<file path="config.mk">
export PLATFORM = sky130hd
export DESIGN_NAME = categorical_product_kernel_unit_flat
export DESIGN_NICKNAME = d
export VERILOG_FILES = /design/src/sv/cpk_pkg.sv /design/src/sv/cpk_item_if.sv /design/src/sv/cpk_result_if.sv /design/src/sv/cpk_useq.sv /design/src/sv/cpk_dp.sv /design/src/sv/categorical_product_kernel_unit.sv /design/src/flat_wrapper.sv
export SDC_FILE = /design/constraint.sdc
export NUM_CORES = 1
export LEC_CHECK = 0
export BUFFER_PORTS_ARGS = -buffer_cell sky130_fd_sc_hd__buf_2
export CAP_MARGIN = 15
export CORE_MARGIN = 2
export CORE_UTILIZATION = 55
export DETAILED_ROUTE_END_ITERATION = 12
export PLACE_DENSITY_LB_ADDON = 0.05
export REMOVE_ABC_BUFFERS = 1
export SETUP_SLACK_MARGIN = 0.2
export SLEW_MARGIN = 20
export SYNTH_ARGS = -nofsm -noshare
export SYNTH_HDL_FRONTEND = slang
export SYNTH_SLANG_ARGS = --single-unit
export TNS_END_PERCENT = 100
</file>
<file path="constraint.sdc">
create_clock -name clk -period 7.2 [get_ports clk]
set_clock_uncertainty 0.05 [all_clocks]
set_input_delay 1.44 -clock clk [delete_from_list [all_inputs] [get_ports clk]]
set_output_delay 1.44 -clock clk [all_outputs]
set_load 0.1 [all_outputs]
</file>
<file path="src/sv/cpk_pkg.sv">
// ----------------------------------------------------------------------------
// cpk_pkg - categorical product kernel shared definitions
// Widths, the microcode word layout, the control store and the status
// group that the datapath returns to the sequencer.
// ----------------------------------------------------------------------------
package cpk_pkg;

	// Field widths of the channel payloads
	localparam int CODE_W = 8;
	localparam int BW_W   = 17;

	// Arithmetic configuration
	localparam int CODE_BITS = 8;
	localparam int FRAC_BITS = 16;
	localparam int Q_BITS    = FRAC_BITS + 1;
	localparam int P_BITS    = 2 * Q_BITS;

	localparam logic [Q_BITS-1:0] ONE_Q = {1'b1, {FRAC_BITS{1'b0}}};

	// Sequencer step addresses
	localparam int STEP_BITS = 3;
	typedef logic [STEP_BITS-1:0] step_t;

	localparam step_t ST_ACCEPT  = 3'd0;
	localparam step_t ST_POW_MUL = 3'd1;
	localparam step_t ST_POW_SQR = 3'd2;
	localparam step_t ST_FOLD    = 3'd3;
	localparam step_t ST_EMIT    = 3'd4;

	// Multiplier operand selection
	typedef enum logic [1:0] {
		MUL_NONE,
		MUL_ACC,
		MUL_SQR,
		MUL_FOLD
	} mul_sel_t;

	// Conditions that keep the step counter where it is
	typedef enum logic [1:0] {
		HOLD_NONE,
		HOLD_NO_ITEM,
		HOLD_OUT_BUSY
	} hold_t;

	// Jump conditions; the fall-through is the next step
	typedef enum logic [2:0] {
		JMP_NEVER,
		JMP_ALWAYS,
		JMP_DIRECT,
		JMP_DIST_MORE,
		JMP_NOT_LAST
	} jump_t;

	// One control word
	typedef struct packed {
		logic     load;
		logic     emit;
		mul_sel_t mul_sel;
		hold_t    hold;
		jump_t    jump;
		step_t    target;
	} uword_t;

	// Datapath status seen by the sequencer
	typedef struct packed {
		logic item_valid;
		logic direct;
		logic dist_more;
		logic last;
		logic out_busy;
	} dp_status_t;

	// Control store
	function automatic uword_t ucode_rom(input step_t step);
		uword_t w;
		w = '{load: 1'b0, emit: 1'b0, mul_sel: MUL_NONE, hold: HOLD_NONE,
			jump: JMP_ALWAYS, target: ST_ACCEPT};
		unique case (step)
			// take a beat; a direct factor skips the power loop
			ST_ACCEPT: begin
				w.load   = 1'b1;
				w.hold   = HOLD_NO_ITEM;
				w.jump   = JMP_DIRECT;
				w.target = ST_FOLD;
			end
			// acc *= base when the current distance bit is set
			ST_POW_MUL: begin
				w.mul_sel = MUL_ACC;
				w.jump    = JMP_NEVER;
			end
			// base *= base, loop while distance bits remain
			ST_POW_SQR: begin
				w.mul_sel = MUL_SQR;
				w.jump    = JMP_DIST_MORE;
				w.target  = ST_POW_MUL;
			end
			// fold factor into the row product
			ST_FOLD: begin
				w.mul_sel = MUL_FOLD;
				w.jump    = JMP_NOT_LAST;
				w.target  = ST_ACCEPT;
			end
			// hand the row result to the output register
			ST_EMIT: begin
				w.emit   = 1'b1;
				w.hold   = HOLD_OUT_BUSY;
				w.jump   = JMP_ALWAYS;
				w.target = ST_ACCEPT;
			end
			default: begin
				w.jump   = JMP_ALWAYS;
				w.target = ST_ACCEPT;
			end
		endcase
		return w;
	endfunction

endpackage

</file>
<file path="src/sv/cpk_item_if.sv">
// ----------------------------------------------------------------------------
// cpk_item_if - input channel
// One beat carries one variable of a sample row.
// ----------------------------------------------------------------------------
interface cpk_item_if;
	logic                        valid;
	logic                        ready;
	logic [cpk_pkg::CODE_W-1:0]  sample_code;
	logic                        sample_missing;
	logic [cpk_pkg::CODE_W-1:0]  reference_code;
	logic                        reference_missing;
	logic [cpk_pkg::BW_W-1:0]    bandwidth;
	logic                        ordered_flag;
	logic                        last_of_row;

	modport source (
		output valid, sample_code, sample_missing, reference_code,
			reference_missing, bandwidth, ordered_flag, last_of_row,
		input  ready
	);

	modport sink (
		input  valid, sample_code, sample_missing, reference_code,
			reference_missing, bandwidth, ordered_flag, last_of_row,
		output ready
	);
endinterface

</file>
<file path="src/sv/cpk_result_if.sv">
// ----------------------------------------------------------------------------
// cpk_result_if - output channel
// One beat carries the kernel product of one row.
// ----------------------------------------------------------------------------
interface cpk_result_if;
	logic                       valid;
	logic                       ready;
	logic [cpk_pkg::Q_BITS-1:0] kernel_product;
	logic                       undefined_result;

	modport source (
		output valid, kernel_product, undefined_result,
		input  ready
	);

	modport sink (
		input  valid, kernel_product, undefined_result,
		output ready
	);
endinterface

</file>
<file path="src/sv/cpk_useq.sv">
// ----------------------------------------------------------------------------
// cpk_useq - microcode sequencer
// Step counter over the control store, with hold and conditional jumps
// driven by the datapath status.
// ----------------------------------------------------------------------------
module cpk_useq (
	input  logic                clk,
	input  logic                arst_n,
	input  cpk_pkg::dp_status_t status,
	output cpk_pkg::uword_t     ctrl,
	output logic                fire
);

	cpk_pkg::step_t step_q;
	cpk_pkg::step_t step_d;
	logic           hold;
	logic           take;

	// current control word
	assign ctrl = cpk_pkg::ucode_rom(step_q);

	// hold and jump decode
	always_comb begin
		unique case (ctrl.hold)
			cpk_pkg::HOLD_NO_ITEM:  hold = !status.item_valid;
			cpk_pkg::HOLD_OUT_BUSY: hold = status.out_busy;
			default:                hold = 1'b0;
		endcase

		unique case (ctrl.jump)
			cpk_pkg::JMP_ALWAYS:    take = 1'b1;
			cpk_pkg::JMP_DIRECT:    take = status.direct;
			cpk_pkg::JMP_DIST_MORE: take = status.dist_more;
			cpk_pkg::JMP_NOT_LAST:  take = !status.last;
			default:                take = 1'b0;
		endcase

		fire = !hold;
		if (hold) begin
			step_d = step_q;
		end else if (take) begin
			step_d = ctrl.target;
		end else begin
			step_d = step_q + cpk_pkg::step_t'(1);
		end
	end

	// step counter
	always_ff @(posedge clk or negedge arst_n) begin
		if (!arst_n) begin
			step_q <= cpk_pkg::ST_ACCEPT;
		end else begin
			step_q <= step_d;
		end
	end

endmodule

</file>
<file path="src/sv/cpk_dp.sv">
// ----------------------------------------------------------------------------
// cpk_dp - kernel datapath
// Factor decode, one shared Q1.16 multiplier, power registers, row
// product and the output register.
// ----------------------------------------------------------------------------
module cpk_dp (
	input  logic                clk,
	input  logic                arst_n,
	input  cpk_pkg::uword_t     ctrl,
	input  logic                fire,
	output cpk_pkg::dp_status_t status,
	cpk_item_if.sink            item,
	cpk_result_if.source        result
);

	logic [cpk_pkg::CODE_BITS-1:0] s_code;
	logic [cpk_pkg::CODE_BITS-1:0] r_code;
	logic [cpk_pkg::CODE_BITS-1:0] code_gap;
	logic [cpk_pkg::Q_BITS-1:0]    lambda_sat;
	logic [cpk_pkg::Q_BITS-1:0]    direct_factor;
	logic                          any_miss;
	logic                          match;
	logic                          direct;

	logic [cpk_pkg::Q_BITS-1:0]    mul_a;
	logic [cpk_pkg::Q_BITS-1:0]    mul_b;
	logic [cpk_pkg::P_BITS-1:0]    mul_full;
	logic [cpk_pkg::Q_BITS-1:0]    mul_q;

	logic [cpk_pkg::CODE_BITS-1:0] dist_q;
	logic [cpk_pkg::Q_BITS-1:0]    acc_q;
	logic [cpk_pkg::Q_BITS-1:0]    base_q;
	logic                          last_q;
	logic [cpk_pkg::Q_BITS-1:0]    prod_q;
	logic                          undef_q;
	logic                          out_valid_q;
	logic [cpk_pkg::Q_BITS-1:0]    out_prod_q;
	logic                          out_undef_q;
	logic                          out_busy;

	// factor decode of the incoming beat
	always_comb begin
		s_code   = item.sample_code[cpk_pkg::CODE_BITS-1:0];
		r_code   = item.reference_code[cpk_pkg::CODE_BITS-1:0];
		any_miss = item.sample_missing || item.reference_missing;
		match    = !any_miss && (s_code == r_code);
		direct   = match || !item.ordered_flag || any_miss;
		code_gap = (s_code > r_code) ? (s_code - r_code) : (r_code - s_code);
		if (item.bandwidth > cpk_pkg::BW_W'(cpk_pkg::ONE_Q)) begin
			lambda_sat = cpk_pkg::ONE_Q;
		end else begin
			lambda_sat = cpk_pkg::Q_BITS'(item.bandwidth);
		end
		// ordered with a missing value is taken as one
		if (match || (item.ordered_flag && any_miss)) begin
			direct_factor = cpk_pkg::ONE_Q;
		end else begin
			direct_factor = lambda_sat;
		end
	end

	// shared multiplier, truncated back to Q1.16
	always_comb begin
		case (ctrl.mul_sel)
			cpk_pkg::MUL_ACC: begin
				mul_a = acc_q;
				mul_b = base_q;
			end
			cpk_pkg::MUL_SQR: begin
				mul_a = base_q;
				mul_b = base_q;
			end
			cpk_pkg::MUL_FOLD: begin
				mul_a = prod_q;
				mul_b = acc_q;
			end
			default: begin
				mul_a = '0;
				mul_b = '0;
			end
		endcase
		mul_full = mul_a * mul_b;
		mul_q    = mul_full[cpk_pkg::FRAC_BITS +: cpk_pkg::Q_BITS];
	end

	// power loop registers
	always_ff @(posedge clk) begin
		if (fire && ctrl.load) begin
			last_q <= item.last_of_row;
			dist_q <= code_gap;
			base_q <= lambda_sat;
			acc_q  <= direct ? direct_factor : cpk_pkg::ONE_Q;
		end
		if (fire && (ctrl.mul_sel == cpk_pkg::MUL_ACC) && dist_q[0]) begin
			acc_q <= mul_q;
		end
		if (fire && (ctrl.mul_sel == cpk_pkg::MUL_SQR)) begin
			base_q <= mul_q;
			dist_q <= dist_q >> 1;
		end
	end

	// row product and sticky undefined flag
	always_ff @(posedge clk or negedge arst_n) begin
		if (!arst_n) begin
			prod_q  <= cpk_pkg::ONE_Q;
			undef_q <= 1'b0;
		end else if (fire) begin
			if (ctrl.load && item.ordered_flag && any_miss &&
				(lambda_sat != cpk_pkg::ONE_Q)) begin
				undef_q <= 1'b1;
			end
			if (ctrl.mul_sel == cpk_pkg::MUL_FOLD) begin
				prod_q <= mul_q;
			end
			if (ctrl.emit) begin
				prod_q  <= cpk_pkg::ONE_Q;
				undef_q <= 1'b0;
			end
		end
	end

	// output register
	always_ff @(posedge clk or negedge arst_n) begin
		if (!arst_n) begin
			out_valid_q <= 1'b0;
		end else if (fire && ctrl.emit) begin
			out_valid_q <= 1'b1;
		end else if (result.ready) begin
			out_valid_q <= 1'b0;
		end
	end

	always_ff @(posedge clk) begin
		if (fire && ctrl.emit) begin
			out_prod_q  <= undef_q ? '0 : prod_q;
			out_undef_q <= undef_q;
		end
	end

	assign out_busy = out_valid_q && !result.ready;

	assign item.ready              = ctrl.load;
	assign result.valid            = out_valid_q;
	assign result.kernel_product   = out_prod_q;
	assign result.undefined_result = out_undef_q;

	assign status.item_valid = item.valid;
	assign status.direct     = direct;
	assign status.dist_more  = (dist_q >> 1) != '0;
	assign status.last       = last_q;
	assign status.out_busy   = out_busy;

endmodule

</file>
<file path="src/sv/categorical_product_kernel_unit.sv">
// ----------------------------------------------------------------------------
// categorical_product_kernel_unit - categorical product kernel, top level
// Streams row variables, forms each kernel factor and multiplies it into
// a Q1.16 row product, emitting one result beat per row.
//
//   channel  dir  beat                       handshake
//   item     in   one variable of a row      valid/ready
//   result   out  row product + undef flag   valid/ready
//
// Steps: a matching, unordered or missing variable runs accept, then fold;
// an ordered mismatch runs the multiply and square steps in a loop over the
// distance bits up to the top set bit, at most CODE_BITS of them. The single
// shared multiplier is why these steps run in turn. The last variable of a row
// adds an emit step. Reset clears the row product to one and the flag to zero.
// The output register lets the next row start while a result beat waits;
// the emit step stalls only if the previous result is still untaken.
// ----------------------------------------------------------------------------
module categorical_product_kernel_unit (
	input  logic          clk,
	input  logic          arst_n,
	cpk_item_if.sink      item,
	cpk_result_if.source  result
);

	cpk_pkg::uword_t     ctrl;
	cpk_pkg::dp_status_t status;
	logic                fire;

	// sequencer
	cpk_useq u_useq (
		.clk    (clk),
		.arst_n (arst_n),
		.status (status),
		.ctrl   (ctrl),
		.fire   (fire)
	);

	// datapath
	cpk_dp u_dp (
		.clk    (clk),
		.arst_n (arst_n),
		.ctrl   (ctrl),
		.fire   (fire),
		.status (status),
		.item   (item),
		.result (result)
	);

endmodule

</file>
<file path="src/flat_wrapper.sv">
// flat-port wrapper written by rule: the top's interface ports become plain ports
module categorical_product_kernel_unit_flat 
  (clk, arst_n, item_valid, item_sample_code, item_sample_missing, item_reference_code, item_reference_missing, item_bandwidth, item_ordered_flag, item_last_of_row, item_ready, result_valid, result_kernel_product, result_undefined_result, result_ready);
  cpk_item_if item_i ();
  cpk_result_if result_i ();
  input  logic clk;
  input  logic arst_n;
  input wire logic [$bits(item_i.valid)-1:0] item_valid;
  input wire logic [$bits(item_i.sample_code)-1:0] item_sample_code;
  input wire logic [$bits(item_i.sample_missing)-1:0] item_sample_missing;
  input wire logic [$bits(item_i.reference_code)-1:0] item_reference_code;
  input wire logic [$bits(item_i.reference_missing)-1:0] item_reference_missing;
  input wire logic [$bits(item_i.bandwidth)-1:0] item_bandwidth;
  input wire logic [$bits(item_i.ordered_flag)-1:0] item_ordered_flag;
  input wire logic [$bits(item_i.last_of_row)-1:0] item_last_of_row;
  output wire logic [$bits(item_i.ready)-1:0] item_ready;
  output wire logic [$bits(result_i.valid)-1:0] result_valid;
  output wire logic [$bits(result_i.kernel_product)-1:0] result_kernel_product;
  output wire logic [$bits(result_i.undefined_result)-1:0] result_undefined_result;
  input wire logic [$bits(result_i.ready)-1:0] result_ready;
  assign item_i.valid = item_valid;
  assign item_i.sample_code = item_sample_code;
  assign item_i.sample_missing = item_sample_missing;
  assign item_i.reference_code = item_reference_code;
  assign item_i.reference_missing = item_reference_missing;
  assign item_i.bandwidth = item_bandwidth;
  assign item_i.ordered_flag = item_ordered_flag;
  assign item_i.last_of_row = item_last_of_row;
  assign item_ready = item_i.ready;
  assign result_valid = result_i.valid;
  assign result_kernel_product = result_i.kernel_product;
  assign result_undefined_result = result_i.undefined_result;
  assign result_i.ready = result_ready;
  categorical_product_kernel_unit u_core (.clk(clk), .arst_n(arst_n), .item(item_i), .result(result_i));
endmodule
</file>
==> results.txt <==
The fraction of layout cells with a size suffix above 1 came out at 0.313. The run gives 7.24 ns as the worst endpoint required time. The delay contributed by the slowest stage of the critical path was 0.61 ns. In the post-synthesis netlist, the biggest area contributors are sky130_fd_sc_hd__fa_1 (33%), sky130_fd_sc_hd__edfxtp_1 (13%), sky130_fd_sc_hd__ha_1 (12%). The run gives -0.51 ns as the worst-case register-to-register setup slack.

Type of element launching the critical path: a flip-flop. The tree is rooted in a sky130_fd_sc_hd__clkbuf_16. The checks that failed: negative setup slack.

The run finished, with violations left. No sink is reached through more buffers than the 2 on the longest clock path. The slowest cell on the critical path is sky130_fd_sc_hd__fa_1. Setup total negative slack on the finished layout was measured at -14.24 ns.

The tools report the post-layout worst setup margin as -0.507 ns. Entering global routing, the biggest net connects 25 pins. The first global-routing pass estimated 65000 um of wire.

For the pin with the worst max-slew slack, the measured transition is 1.01 ns. Buffers inserted during clock tree synthesis total 9. The post-synthesis cell area was 13500 um^2. The maximum fanout encountered on the critical timing path works out to 8. Final hold analysis gives a worst-case slack of 0.491 ns. The clock transition time at the flip-flop clock pins of the worst setup and hold paths was 0.06 ns; the y dimension of the die was 161 um.

The worst endpoint data arrival time was 7.75 ns. In this run, post-CTS hold repair placed 0 buffers. Final number of setup-violating endpoints: 47. Max-cap violations in this run came to 0. After detailed routing, the number of vias per cell comes to 5.51. The area share of the largest cell type after synthesis was 0.330; the share of synthesized area occupied by flip-flops and latches was 0.175. The tools report the remaining max-slew budget at the tightest pin as 0.330. The relative area change from synthesis to final layout was 31.5%; the violation count after the first detailed-route iteration was 854. The worst setup path is of the flip-flop to flip-flop kind. The net count of the finished layout is 2182. Counting flops and latches in the post-synthesis netlist gives 83. Setup repair after global routing could not meet its margin everywhere.

In this run the number of H-tree levels came out at 3. Overall routed net length: 41400 um. The async set-or-reset flop fraction in the synthesized netlist works out to 0.265. The top cell type by total area after synthesis is sky130_fd_sc_hd__fa_1.

The worst hold path cell count was 1; the detailed placement HPWL was 32900 um. The core region is 24200 um^2. For hold timing, the worst endpoint is u_core.u_dp.prod_q[3].

The width of the chip works out to 161 um. The number of input and output port buffers inserted came out at 60. The number of rows in the core area was 57.

The most frequent cell on the critical path was sky130_fd_sc_hd__fa_1. The worst hold path begins at u_core.u_dp.prod_q[3]. The average instance in the mapped netlist occupies 9.04 um^2. The number of cells on the worst reg-to-reg path is 32. The total vias in the final route is 11700.

Yosys printed 0 warnings. Static timing analysis puts the maximum clock frequency at 130 MHz. At the placement stage, the worst setup path has a slack of -0.815 ns.

The reg-to-reg endpoint was u_core.u_dp.base_q[16]. The total overflow left after global routing is 0. The tools report the final standard cell count with taps included and fillers excluded as 2121.

Once detail routing completed, the nets flagged for antenna violations numbered 0. Clock tree synthesis found a total of 83 sinks. The class of the tightest hold or removal check was flip-flop to flip-flop.

Synthesis produced a netlist whose cell count is 1497. The global-route usage over all layers was 0.327. Ranked by instance count, the synthesized netlist is headed by sky130_fd_sc_hd__inv_1 (300), sky130_fd_sc_hd__nand2_1 (237), sky130_fd_sc_hd__fa_1 (223). The initial antenna violation count is 0. After detailed routing, the number of remaining DRC violations is 0. TritonCTS built the clock tree. The later pin in the worst-skew pair is clocked with a latency of 0.34 ns.

In this run, distinct cell masters in the synthesized netlist total 66. The period utilization is 1.07, and the routed wirelength normalized by instance count is 19.5 um. Yosys instantiated no cell more often than sky130_fd_sc_hd__inv_1. The routed design could run at a clock period as short as 7.71 ns. The run gives 0 as the final number of hold-violating endpoints. Yosys mapped a number of flops with a built-in enable equal to 60.

Placer congestion estimate: 0.954. The first detailed-routing pass ran for 5 iterations. The die covers 25900 um^2. The number of slew-limit violations in the final report came out at 0.

Counting the fill cells in the layout gives 1802. The tools report the via count of the first global-routing pass as 12200. Predominant post-synthesis flop cell: sky130_fd_sc_hd__edfxtp_1. For the antenna diode instance count, the log shows 0.

The worst register-to-register path begins at u_core.u_useq.step_q[1]. 61 I/O pins were placed. The tools report the endpoint class of the critical path as a flip-flop. In this run, placement finished with an instance count of 2024. Initial core utilization: 0.558.
## layout by cell type, fill, tap and decap left out, types with 13 or more instances in the layout
master and count:
sky130_fd_sc_hd__a21oi_1 22, sky130_fd_sc_hd__a22o_1 41, sky130_fd_sc_hd__a22oi_1 15, sky130_fd_sc_hd__a22oi_2 18, sky130_fd_sc_hd__buf_12 15, sky130_fd_sc_hd__buf_2 60
sky130_fd_sc_hd__buf_4 238, sky130_fd_sc_hd__buf_6 30, sky130_fd_sc_hd__dfrtp_1 21, sky130_fd_sc_hd__edfxtp_1 60, sky130_fd_sc_hd__fa_1 211, sky130_fd_sc_hd__ha_1 106
sky130_fd_sc_hd__ha_4 17, sky130_fd_sc_hd__inv_1 280, sky130_fd_sc_hd__inv_2 20, sky130_fd_sc_hd__nand2_1 211, sky130_fd_sc_hd__nand2_2 19, sky130_fd_sc_hd__nor2_1 116
sky130_fd_sc_hd__nor2_2 13, sky130_fd_sc_hd__nor2b_1 25, sky130_fd_sc_hd__nor3_1 15
## worst max-delay path: cells and delay by family, from the launching register on
kind                       cells  cell delay [ns]
AOI/OAI and AO/OA              6             1.22
muxes                          1             0.26
and+or+nand+nor                7             0.87
adders and majority gates     10             3.77
DFF                            1             0.39
buffers and inverters          8             0.86
## per-layer routing
metal / track usage / part of all wire / routed length (um)
met1: 0.419 / 0.39 / 16200
met2: 0.569 / 0.50 / 20600
met3: 0.0411 / 0.063 / 2600
met4: 0.131 / 0.048 / 1990
met5: 0 / 0 / 0
## final cells by class
type                       instances  area [um^2]  share of cell area
multi-input combinational       1050        10800               0.605
timing repair buffer             346         2780               0.156
sequential                        83         2370               0.133
inverter                         301         1140              0.0639
tap                              324          405              0.0228
clock buffer                      11          243              0.0136
clock inverter                     5         86.3             0.00485
timing repair inverter             1         3.75            0.000211
## per-stage QoR
step	instance area, um^2	utilization
3_3_place_gp	15700	0.648
5_1_grt	17800	0.734
3_5_place_dp	15700	0.648
2_1_floorplan	13300	-
4_1_cts	17300	0.714
6_report	17800	0.734
## sequential cells by signal, summed over array words and instances, names as in the netlist
register,flops
u_core.u_dp.undef_q,1
u_core.u_dp.acc_q,17
u_core.u_dp.result.valid,1
u_core.u_dp.last_q,1
u_core.u_dp.result.kernel_product,17
u_core.u_useq.step_q,3
u_core.u_dp.prod_q,17
u_core.u_dp.result.undefined_result,1
u_core.u_dp.base_q,17
u_core.u_dp.dist_q,8
## worst max-delay path by stage
stage                     slack (ns)                      to  cells past startpoint                     from
after CTS                      -0.35   u_core.u_dp.base_q[6]                     35  u_core.u_useq.step_q[1]
after detailed placement       -0.82  u_core.u_dp.base_q[16]                     30  u_core.u_useq.step_q[1]
after floorplan                -0.87  u_core.u_dp.base_q[16]                     27  u_core.u_useq.step_q[1]
after global placement         -0.65   u_core.u_dp.base_q[6]                     31  u_core.u_useq.step_q[0]
final                          -0.51  u_core.u_dp.base_q[16]                     32  u_core.u_useq.step_q[1]
after global routing           -0.69  u_core.u_dp.base_q[16]                     32  u_core.u_useq.step_q[1]
## kinds of logic (layout without fill, tap and decap cells)
kind of cell	Yosys count	after routing	synth area share
XOR/XNOR	24	24	0.0155
adder cells (fa/ha/maj)	349	349	0.446
flip-flops	83	83	0.175
buffers and inverters	366	664	0.102
multiplexers	11	11	0.00879
AND/OR/NAND/NOR	488	490	0.155
AO/OA/AOI/OAI	176	176	0.0964
## repair_timing
| action | in CTS | in global routing |
|---|---|---|
| resized for setup | 176 | 90 |
| cloned | 4 | 0 |
| endpoints found under the hold margin | 0 | 0 |
| setup endpoints to repair | 51 | 51 |
| setup buffers | 57 | 20 |
| pin swaps | 73 | 62 |
Power is not shown: default switching activity piles up to over one toggle a cycle in this logic, so the estimate is an artifact.
